## src/acc_pkg.sv

```systemverilog
// Shared types, class codes and residue lookup functions for the column
// conservation unit. No dependencies.
`default_nettype none

package acc_pkg;

  localparam int unsigned NUM_AA     = 20;
  localparam int unsigned NUM_STRONG = 9;
  localparam int unsigned NUM_WEAK   = 11;
  localparam int unsigned AA_IDX_W   = 5;

  // Conservation class as it leaves the block
  typedef enum logic [1:0] {
    SC_NONE   = 2'd0,   // blank
    SC_WEAK   = 2'd1,   // '.'
    SC_STRONG = 2'd2,   // ':'
    SC_IDENT  = 2'd3    // '*'
  } score_class_t;

  // One classified residue, handed from front to back
  typedef struct packed {
    logic                  aa_ok;       // one of the 20 standard letters
    logic [AA_IDX_W-1:0]   aa_idx;      // 0..19, zero when not aa_ok
    logic [NUM_STRONG-1:0] strong_hit;  // strong-group membership
    logic [NUM_WEAK-1:0]   weak_hit;    // weak-group membership
    logic                  last;        // closes the column
  } acc_item_t;

  // Index into ACDEFGHIKLMNPQRSTVWY, NUM_AA for anything else
  function automatic logic [AA_IDX_W-1:0] aa_index(input logic [7:0] code);
    logic [AA_IDX_W-1:0] idx;
    case (code)
      "A": idx = 5'd0;
      "C": idx = 5'd1;
      "D": idx = 5'd2;
      "E": idx = 5'd3;
      "F": idx = 5'd4;
      "G": idx = 5'd5;
      "H": idx = 5'd6;
      "I": idx = 5'd7;
      "K": idx = 5'd8;
      "L": idx = 5'd9;
      "M": idx = 5'd10;
      "N": idx = 5'd11;
      "P": idx = 5'd12;
      "Q": idx = 5'd13;
      "R": idx = 5'd14;
      "S": idx = 5'd15;
      "T": idx = 5'd16;
      "V": idx = 5'd17;
      "W": idx = 5'd18;
      "Y": idx = 5'd19;
      default: idx = AA_IDX_W'(NUM_AA);
    endcase
    return idx;
  endfunction

  // Strong groups, bit 0 up: STA NEQK NHQK NDEQ QHRK MILV MILF HY FYW
  function automatic logic [NUM_STRONG-1:0] strong_mask(input logic [7:0] code);
    logic [NUM_STRONG-1:0] m;
    case (code)
      "A":     m = 9'b000000001;
      "D":     m = 9'b000001000;
      "E":     m = 9'b000001010;
      "F":     m = 9'b101000000;
      "H":     m = 9'b010010100;
      "I":     m = 9'b001100000;
      "K":     m = 9'b000010110;
      "L":     m = 9'b001100000;
      "M":     m = 9'b001100000;
      "N":     m = 9'b000001110;
      "Q":     m = 9'b000011110;
      "R":     m = 9'b000010000;
      "S":     m = 9'b000000001;
      "T":     m = 9'b000000001;
      "V":     m = 9'b000100000;
      "W":     m = 9'b100000000;
      "Y":     m = 9'b110000000;
      default: m = '0;
    endcase
    return m;
  endfunction

  // Weak groups, bit 0 up:
  // CSA ATV SAG STNK STPA SGND SNDEQK NDEQHK NEQHRK FVLIM HFY
  function automatic logic [NUM_WEAK-1:0] weak_mask(input logic [7:0] code);
    logic [NUM_WEAK-1:0] m;
    case (code)
      "A":     m = 11'b00000010111;
      "C":     m = 11'b00000000001;
      "D":     m = 11'b00011100000;
      "E":     m = 11'b00111000000;
      "F":     m = 11'b11000000000;
      "G":     m = 11'b00000100100;
      "H":     m = 11'b10110000000;
      "I":     m = 11'b01000000000;
      "K":     m = 11'b00111001000;
      "L":     m = 11'b01000000000;
      "M":     m = 11'b01000000000;
      "N":     m = 11'b00111101000;
      "P":     m = 11'b00000010000;
      "Q":     m = 11'b00111000000;
      "R":     m = 11'b00100000000;
      "S":     m = 11'b00001111101;
      "T":     m = 11'b00000011010;
      "V":     m = 11'b01000000010;
      "Y":     m = 11'b10000000000;
      default: m = '0;
    endcase
    return m;
  endfunction

endpackage

`default_nettype wire

```

## src/alignment_column_conservation_unit.sv

```systemverilog
// Top level of the alignment column conservation unit: front classifier,
// residue queue and back-end scorer. Depends on acc_pkg, acc_front,
// acc_queue and acc_back.
//
// Residues of one alignment column stream in as ASCII letters, one request
// per cycle; the request with in_tlast set closes the column and produces
// one result request carrying the conservation class (0 none, 1 weak '.',
// 2 strong ':', 3 identical '*'). Anything but the upper-case letters
// ACDEFGHIKLMNPQRSTVWY counts as a gap and drives the column to none.
// Throughput is one residue per clock, sustained while the output accepts
// results, with back-to-back columns allowed. A closing residue's class
// passes through the front classifier register, a queue slot and the
// result register, in that order, before it shows on out_tvalid. The
// front, queue and back each stall independently; the queue of QUEUE_DEPTH
// entries absorbs short output stalls while input keeps flowing.
// Non-closing residues never wait on the output side.
`default_nettype none

module alignment_column_conservation_unit
  import acc_pkg::*;
#(
  parameter int unsigned QUEUE_DEPTH = 4
)(
  input  wire logic       clk,
  input  wire logic       rst_n,
  // residue channel
  input  wire logic       in_tvalid,
  output logic            in_tready,
  input  wire logic [7:0] in_tdata,   // [7:0] residue
  input  wire logic       in_tlast,   // column_end
  // class channel
  output logic            out_tvalid,
  input  wire logic       out_tready,
  output logic [7:0]      out_tdata   // [1:0] score_class, [7:2] zero
);

  logic      q_push_valid, q_push_ready;
  acc_item_t q_push_item;
  logic      q_pop_valid, q_pop_ready;
  acc_item_t q_pop_item;

  // Front: letter lookup and group masks, registered
  acc_front u_front (
    .clk        (clk),
    .rst_n      (rst_n),
    .in_tvalid  (in_tvalid),
    .in_tready  (in_tready),
    .residue    (in_tdata),
    .column_end (in_tlast),
    .push_valid (q_push_valid),
    .push_ready (q_push_ready),
    .push_item  (q_push_item)
  );

  // Decoupling queue
  acc_queue #(
    .DEPTH (QUEUE_DEPTH)
  ) u_queue (
    .clk        (clk),
    .rst_n      (rst_n),
    .push_valid (q_push_valid),
    .push_ready (q_push_ready),
    .push_item  (q_push_item),
    .pop_valid  (q_pop_valid),
    .pop_ready  (q_pop_ready),
    .pop_item   (q_pop_item)
  );

  // Back: column flags and result register
  acc_back u_back (
    .clk        (clk),
    .rst_n      (rst_n),
    .pop_valid  (q_pop_valid),
    .pop_ready  (q_pop_ready),
    .pop_item   (q_pop_item),
    .out_tvalid (out_tvalid),
    .out_tready (out_tready),
    .out_tdata  (out_tdata)
  );

endmodule

`default_nettype wire

```

## src/acc_front.sv

```systemverilog
// Front stage: takes input requests and registers the classified residue.
// Depends on acc_pkg.
`default_nettype none

module acc_front
  import acc_pkg::*;
(
  input  wire logic      clk,
  input  wire logic      rst_n,
  input  wire logic      in_tvalid,
  output logic           in_tready,
  input  wire logic [7:0] residue,
  input  wire logic      column_end,
  output logic           push_valid,
  input  wire logic      push_ready,
  output acc_item_t      push_item
);

  logic                stage_valid_r, stage_valid_nxt;
  acc_item_t           stage_item_r;
  acc_item_t           cls_item;
  logic [AA_IDX_W-1:0] idx;

  assign idx = aa_index(residue);

  always_comb begin
    cls_item.aa_ok      = (idx != AA_IDX_W'(NUM_AA));
    cls_item.aa_idx     = cls_item.aa_ok ? idx : '0;
    cls_item.strong_hit = strong_mask(residue);
    cls_item.weak_hit   = weak_mask(residue);
    cls_item.last       = column_end;
  end

  // Stage frees up when its content moves into the queue
  assign in_tready  = !stage_valid_r || push_ready;
  assign push_valid = stage_valid_r;
  assign push_item  = stage_item_r;

  always_comb begin
    stage_valid_nxt = stage_valid_r;
    if (in_tready) begin
      stage_valid_nxt = in_tvalid;
    end
  end

  always_ff @(posedge clk) begin
    if (!rst_n) begin
      stage_valid_r <= 1'b0;
    end else begin
      stage_valid_r <= stage_valid_nxt;
    end
    if (in_tvalid && in_tready) begin
      stage_item_r <= cls_item;
    end
  end

endmodule

`default_nettype wire

```

## src/acc_queue.sv

```systemverilog
// Small FIFO of classified residues between front and back.
// Depends on acc_pkg.
`default_nettype none

module acc_queue
  import acc_pkg::*;
#(
  parameter int unsigned DEPTH = 4
)(
  input  wire logic      clk,
  input  wire logic      rst_n,
  input  wire logic      push_valid,
  output logic           push_ready,
  input  wire acc_item_t push_item,
  output logic           pop_valid,
  input  wire logic      pop_ready,
  output acc_item_t      pop_item
);

  localparam int unsigned PTR_W = (DEPTH > 1) ? $clog2(DEPTH) : 1;
  localparam int unsigned CNT_W = $clog2(DEPTH + 1);
  localparam logic [PTR_W-1:0] LAST_PTR = PTR_W'(DEPTH - 1);
  localparam logic [CNT_W-1:0] FULL_CNT = CNT_W'(DEPTH);

  acc_item_t        slot_r [DEPTH];
  logic [PTR_W-1:0] wr_ptr_r, wr_ptr_nxt;
  logic [PTR_W-1:0] rd_ptr_r, rd_ptr_nxt;
  logic [CNT_W-1:0] count_r, count_nxt;
  logic             do_push, do_pop;

  assign push_ready = (count_r != FULL_CNT);
  assign pop_valid  = (count_r != '0);
  assign pop_item   = slot_r[rd_ptr_r];
  assign do_push    = push_valid && push_ready;
  assign do_pop     = pop_valid && pop_ready;

  always_comb begin
    wr_ptr_nxt = wr_ptr_r;
    rd_ptr_nxt = rd_ptr_r;
    count_nxt  = count_r;
    if (do_push) begin
      wr_ptr_nxt = (wr_ptr_r == LAST_PTR) ? '0 : wr_ptr_r + 1'b1;
    end
    if (do_pop) begin
      rd_ptr_nxt = (rd_ptr_r == LAST_PTR) ? '0 : rd_ptr_r + 1'b1;
    end
    case ({do_push, do_pop})
      2'b10:   count_nxt = count_r + 1'b1;
      2'b01:   count_nxt = count_r - 1'b1;
      default: count_nxt = count_r;
    endcase
  end

  always_ff @(posedge clk) begin
    if (!rst_n) begin
      wr_ptr_r <= '0;
      rd_ptr_r <= '0;
      count_r  <= '0;
    end else begin
      wr_ptr_r <= wr_ptr_nxt;
      rd_ptr_r <= rd_ptr_nxt;
      count_r  <= count_nxt;
    end
    if (do_push) begin
      slot_r[wr_ptr_r] <= push_item;
    end
  end

endmodule

`default_nettype wire

```

## src/acc_back.sv

```systemverilog
// Back stage: folds residues into the column flags and registers the class.
// Depends on acc_pkg.
`default_nettype none

module acc_back
  import acc_pkg::*;
(
  input  wire logic      clk,
  input  wire logic      rst_n,
  input  wire logic      pop_valid,
  output logic           pop_ready,
  input  wire acc_item_t pop_item,
  output logic           out_tvalid,
  input  wire logic      out_tready,
  output logic [7:0]     out_tdata
);

  logic                  started_r, started_nxt;
  logic [AA_IDX_W-1:0]   first_r, first_nxt;
  logic                  ident_r, ident_nxt;
  logic [NUM_STRONG-1:0] strong_r, strong_nxt;
  logic [NUM_WEAK-1:0]   weak_r, weak_nxt;
  logic                  out_valid_r, out_valid_nxt;
  score_class_t          out_class_r, out_class_nxt;

  logic                  upd_ident;
  logic [AA_IDX_W-1:0]   upd_first;
  logic [NUM_STRONG-1:0] upd_strong;
  logic [NUM_WEAK-1:0]   upd_weak;
  score_class_t          upd_class;
  logic                  do_pop;

  // Non-closing residues never wait on the output side
  assign pop_ready = !pop_item.last || !out_valid_r || out_tready;
  assign do_pop    = pop_valid && pop_ready;

  always_comb begin
    upd_strong = strong_r & pop_item.strong_hit;
    upd_weak   = weak_r & pop_item.weak_hit;
    if (started_r) begin
      upd_first = first_r;
      upd_ident = ident_r && pop_item.aa_ok && (pop_item.aa_idx == first_r);
    end else begin
      upd_first = pop_item.aa_idx;
      upd_ident = pop_item.aa_ok;
    end
    if (upd_ident) begin
      upd_class = SC_IDENT;
    end else if (|upd_strong) begin
      upd_class = SC_STRONG;
    end else if (|upd_weak) begin
      upd_class = SC_WEAK;
    end else begin
      upd_class = SC_NONE;
    end
  end

  always_comb begin
    started_nxt   = started_r;
    first_nxt     = first_r;
    ident_nxt     = ident_r;
    strong_nxt    = strong_r;
    weak_nxt      = weak_r;
    out_valid_nxt = out_valid_r && !out_tready;
    out_class_nxt = out_class_r;
    if (do_pop) begin
      if (pop_item.last) begin
        // column closed: emit and return to the empty-column state
        started_nxt   = 1'b0;
        first_nxt     = '0;
        ident_nxt     = 1'b1;
        strong_nxt    = '1;
        weak_nxt      = '1;
        out_valid_nxt = 1'b1;
        out_class_nxt = upd_class;
      end else begin
        started_nxt = 1'b1;
        first_nxt   = upd_first;
        ident_nxt   = upd_ident;
        strong_nxt  = upd_strong;
        weak_nxt    = upd_weak;
      end
    end
  end

  always_ff @(posedge clk) begin
    if (!rst_n) begin
      started_r   <= 1'b0;
      first_r     <= '0;
      ident_r     <= 1'b1;
      strong_r    <= '1;
      weak_r      <= '1;
      out_valid_r <= 1'b0;
    end else begin
      started_r   <= started_nxt;
      first_r     <= first_nxt;
      ident_r     <= ident_nxt;
      strong_r    <= strong_nxt;
      weak_r      <= weak_nxt;
      out_valid_r <= out_valid_nxt;
    end
    out_class_r <= out_class_nxt;
  end

  assign out_tvalid = out_valid_r;
  assign out_tdata  = {6'b0, out_class_r};

`ifndef SYNTH
  a_empty_column_flags: assert property (@(posedge clk) disable iff (!rst_n)
    !started_r |-> (ident_r && (&strong_r) && (&weak_r)))
    else $error("empty column with cleared flags");

  a_close_resets: assert property (@(posedge clk) disable iff (!rst_n)
    (do_pop && pop_item.last) |=> (!started_r && out_valid_r))
    else $error("column close did not reset state or raise result");

  a_open_starts: assert property (@(posedge clk) disable iff (!rst_n)
    (do_pop && !pop_item.last) |=> started_r)
    else $error("residue did not open column");
`endif

endmodule

`default_nettype wire
```

## config.mk

```make
export PLATFORM = sky130hd
export DESIGN_NAME = alignment_column_conservation_unit
export DESIGN_NICKNAME = d
export VERILOG_FILES = /design/src/acc_pkg.sv /design/src/alignment_column_conservation_unit.sv /design/src/acc_front.sv /design/src/acc_queue.sv /design/src/acc_back.sv
export SDC_FILE = /design/constraint.sdc
export NUM_CORES = 1
export LEC_CHECK = 0
export ABC_AREA = 1
export BUFFER_PORTS_ARGS = -buffer_cell sky130_fd_sc_hd__buf_2
export CORE_MARGIN = 2
export CORE_UTILIZATION = 60
export DETAILED_ROUTE_END_ITERATION = 8
export PLACE_DENSITY = 0.77
export SYNTH_ARGS = -nofsm -noshare
export SYNTH_HDL_FRONTEND = slang
export SYNTH_HIERARCHICAL = 1
export SYNTH_SLANG_ARGS = --single-unit
```

## constraint.sdc

```tcl
create_clock -name clk -period 2.7 [get_ports clk]
set_clock_uncertainty 0.1 [all_clocks]
set_input_delay 0.135 -clock clk [delete_from_list [all_inputs] [get_ports clk]]
set_output_delay 0.135 -clock clk [all_outputs]
set_load 0.1 [all_outputs]
```

* Word level (Yosys, flattened, before mapping)
Memories as Yosys holds them, arrays and structs flattened. A register that Yosys moved wholly into a read port is not among the register bits. Index checks and enable logic that the tools add are counted. Widths: inputs -> output; s select.
Word-level totals: register bits after elaboration 65, input port bits 13, memories kept 1, output and inout bits 10, bits in writable memories 108, word-level logic and storage cells 96
Operators by class: eq/ne operators 28, reductions and logical operators 23, bitwise gates (word level) 2, multiplexer cells 21, add/subtract/negate cells 4
Memories:
- u_queue.slot_r | depth 4, width 27, read ports 1, clocked after Yosys merged registers in 1, write ports 1, RTL line acc_queue.sv:25 | acc_item_t slot_r [DEPTH];
Operators with widths (number):
- $pmux 11 s16 | 1
- $eq 8x7->1 const B | 20
- $pmux 9 s13 | 1
- $pmux 5 s20 | 1
- $and 11x11->11 | 1
- $mux 11 | 1
- $reduce_or 11->1 | 1
- $mux 5 | 2
- $reduce_or 10->1 | 1
- $and 9x9->9 | 1
- $mux 1 | 9
- $mux 9 | 1
- $reduce_or 9->1 | 1
- $mux 2 | 4
- $eq 2x2->1 const B | 3
- $logic_and 1x1->1 | 6
- $pmux 3 s2 | 1
- $reduce_or 3->1 | 2
- $eq 5x5->1 | 1
- $ne 5x5->1 const B | 1
- $add 2x1->2 const B | 2
- $logic_not 1->1 | 4
- $reduce_and 2->1 | 2
- $add 3x1->3 const B | 1
- other kinds (8) | 10

* Depth between registers and ports, before layout
depth in word-level cells 6, depth in mapped cells 17, mapped depth without buffers 15

* Modules after synthesis
The synthesis kept the hierarchy.
Modules (own cells, without submodules):
- acc_queue | cells each 330, area an instance 4543.1 µm², times used 1, seq. area each 3423.3 µm²
- acc_front | cells each 149, area an instance 1385.1 µm², times used 1, seq. area each 830.8 µm²
- acc_back | cells each 177, area an instance 1286.2 µm², times used 1, seq. area each 620.6 µm²

* Worst setup path after synthesis
Ideal clock, no wire load.
kind reg2reg, from reg u_queue.count_r[1], to reg u_front.stage_item_r, in the netlist u_front/push_item[0], enable pin, stages on the path, launching flop included 5, setup time 420 ps, buffers on the path 0, slack 329 ps, arrival 1851 ps, cell sequence dfxtp_1 nor2_1 nand2_1 inv_1 a21oi_1
Between the ends: longest elaborated chain between the ends 3
Ends and longest elaborated chain:
- start, declared | RTL line acc_queue.sv:28 | logic [CNT_W-1:0] count_r, count_nxt;
- start signal, assigned | RTL line acc_queue.sv:62 | count_r <= count_nxt;
- $ne 3x3->1 | RTL line acc_queue.sv:31 | assign push_ready = (count_r != FULL_CNT);
- named net q_push_ready | RTL line alignment_column_conservation_unit.sv:37 | logic q_push_valid, q_push_ready;
- $logic_or 1x1->1 | RTL line acc_front.sv:35 | assign in_tready = !stage_valid_r || push_ready;
- $logic_and 1x1->1 | RTL line acc_front.sv:52 | if (in_tvalid && in_tready) begin
- end signal, assigned | RTL line acc_front.sv:53 | stage_item_r <= cls_item;
- end, declared | RTL line acc_front.sv:20 | acc_item_t stage_item_r;
The timed path passes the listed nets, and every way through them passes these cells. A chain may end at the register's enable or synchronous reset.

==> qor.yml <==
critical_path:
  endpoint_kind: "flop"
  critPathKind: "flop to flop"
  worstPathArrival_ns: 2.62
  cp_max_fo: 54
  required_ns: 2.93
  r2r_setup_slack_ns: 0.31
  cp-start-kind: "flop"
grt:
  grt_pass1_wl_mm: 22.82
  grt.overflow.total: 0
  grt_use_total_pct: 23.46
  grt_pass1_vias: 4694
  grt_max_degree: 55
  antenna_found_initial: 0
floorplanning:
  die_w_um: 113.7
  rows: 40
  coreArea_um2: 11860
  dieHeight_um: 113.7
  start_util_pct: 60.82
  ios: 23
  dieArea_um2: 12920
timing:
  worstMarginPinSlew_ns: 0.6303
  drv_slew: 0
  fmax_mhz: 418.3
  final-hold-violation-count: 0
  setup_viol: 0
  finalCritPeriodShare_pct: 88.53
  hold_slack_ns: 0.08079
  finalCriticalPeriod_ns: 2.390
  setup_tns_ns: 0
  slew-limit-headroom_pct: 57.82
  rsz0062_at_grt: "no"
clock_network:
  cts_num_sinks: 175
  ctsResizeCount: 0
  path_clk_slew_ns: 0.06
  htreeDepth: 4
  cts_hold_buf: 5
  post_cts_buffers: 0
  numCtsBuffers: 17
  clockBufferDepth: 2
  cts_tree: "yes"
  cts_root_buffer: "clkbuf_16"
  clkLatencyLatePin_ns: 0.43
hold_path:
  min_path_type: "input pin to flop"
layout:
  num-nets-final: 704
  drive_gt1_share_pct: 10.90
  postLayoutCoreUtil_pct: 67.00
  instances_no_fill: 844
  fin_area_um2: 7948
  diodes: 0
  areaGrowthSynthToFinish_pct: 10.16
yosys:
  synth_edf_count: 137
  synth_area_leader_cell: "edfxtp_1"
  synth_top_area_share_pct: 57.02
  syn-cell-area_um2: 7214
  synthTopCellsByCount: "137 x edfxtp_1, 128 x nand2_1, 94 x nor2_1, 55 x o21ai_0, 45 x inv_1"
  synth_warnings: 6
  seq_area_frac_synth_pct: 67.57
  ys_types: 40
  synthTopCellsByArea: "edfxtp_1 57%, dfxtp_1 11%, nand2_1 6.7%"
  synth_most_common_cell: "edfxtp_1"
  synth-main-ff-cell: "edfxtp_1"
  syn_inst: 656
  async_reset_ff_share_pct: 0
  synth-seq-cells: 175
  postSynthAreaPerCell_um2: 11.00
detailed_routing:
  routed-via-count: 4813
  routed_wirelength_mm: 14.27
  drt-pass1-iter-count: 5
  drcViolationCount: 0
  avgRoutedWirePerCell_um: 16.90
  ant_nets: 0
  drt_iter0_drc: 533
  via_per_inst: 5.703
status:
  status: "finished clean"
power:
  p_leak_uw: 0.003156
  powerDensity_nw_per_um2: 998.2
  peakVddDrop_mv: 0.5487
placed_design:
  place_area_um2: 7345
  dp_cells: 807
  place.gp.congestion: 0.9031
  dp_hpwl_mm: 8.899
  portBuffers: 16
flow_run:
  max_cap_viol_count: 0
metal layers:
layer  track usage [%]  wire length, um  vias to the layer above  share of wire [%]
li1                  -                -                     2304                  -
met1             30.67             6181                     2299                 43
met2             38.16             6836                      183                 48
met3             5.632              921                       27                6.5
met4             9.675              326                        0                2.3
met5                 0                0                        -                  0
area by class of cell:
type,count,area (um2)
flip-flops and latches,175,4875
fillers,839,3914
multi-input cells,406,1916
clock buffers,25,465.4
repair buffers,32,212.7
inverters,52,207.7
well taps,147,183.9
clock inverters,7,87.58
where the power goes:
group	internal (uW)	total (uW)	leakage [uW]	switching, uW
clock network	1380	2310	0.000262	929
logic	638	2130	0.00130	1490
registers	3300	3500	0.00160	200
stage by stage:
step / setup slack, ns / total power, uW
detailed placement: 0.3482 / 5634
finish: 0.3096 / 7933
CTS: 0.3297 / 7934
global placement: 0.4891 / 5508
floorplan: 0.3292 / 5237
global route: 0.1342 / 8355
logic make-up (layout without fill, tap and decap cells):
family | count (synthesis) | count (layout) | share of synthesized area (%)
AOI/OAI and AO/OA | 127 | 127 | 9.521
and+or+nand+nor | 266 | 266 | 15.21
adders and majority gates | 7 | 7 | 1.318
buffers and inverters | 80 | 116 | 6.330
DFF | 175 | 175 | 67.57
other | 1 | 6 | 0.05198
worst paths after layout:
check,start,endpoint,cells after the start
setup reg to reg,flop,u_queue/count_r[2],15
hold reg to reg,u_back/weak_r[2],u_back/weak_r[2],2
hold / removal,in_tdata[1],u_front/push_item[15],4
setup / recovery,flop,u_queue/count_r[2],15
worst max-delay path, stage by stage (launching register included):
cell and delay, ns:
dfxtp_1 0.48, inv_8 0.17, o21ai_1 0.17, o22ai_1 0.12
nand2_2 0.12, nand2_1 0.10, inv_1 0.07, ha_1 0.15
inv_1 0.07, fa_1 0.37, inv_1 0.06, nand2_1 0.07
nand3_1 0.08, nand2_1 0.05, inv_1 0.05, nor2_1 0.04
placed cells by master, fill, tap and decap left out, types with 7 or more instances in the layout:
cell,count
a21oi_1,10
buf_2,16
buf_4,11
clkbuf_1,7
clkbuf_16,17
dfxtp_1,38
edfxtp_1,137
inv_1,45
nand2_1,128
nand2_2,7
nand3_1,17
nand4_1,10
nor2_1,90
nor2_2,7
o21ai_0,55
o21ai_1,27
o22ai_1,27
state kept, by name (all words and copies together), names as in the netlist, 2 cells and up, named ones only:
| register | flops |
|---|---|
| u_back/first_r | 5 |
| u_back/weak_r | 11 |
| u_queue/count_r | 3 |
| u_back/strong_r | 9 |
| u_back/out_class_r | 2 |
| u_front/push_item | 27 |
| u_queue/rd_ptr_r | 2 |
| u_queue/slot_r | 108 |
| u_queue/wr_ptr_r | 2 |
Note: power is estimated with default switching activity, not from simulation.
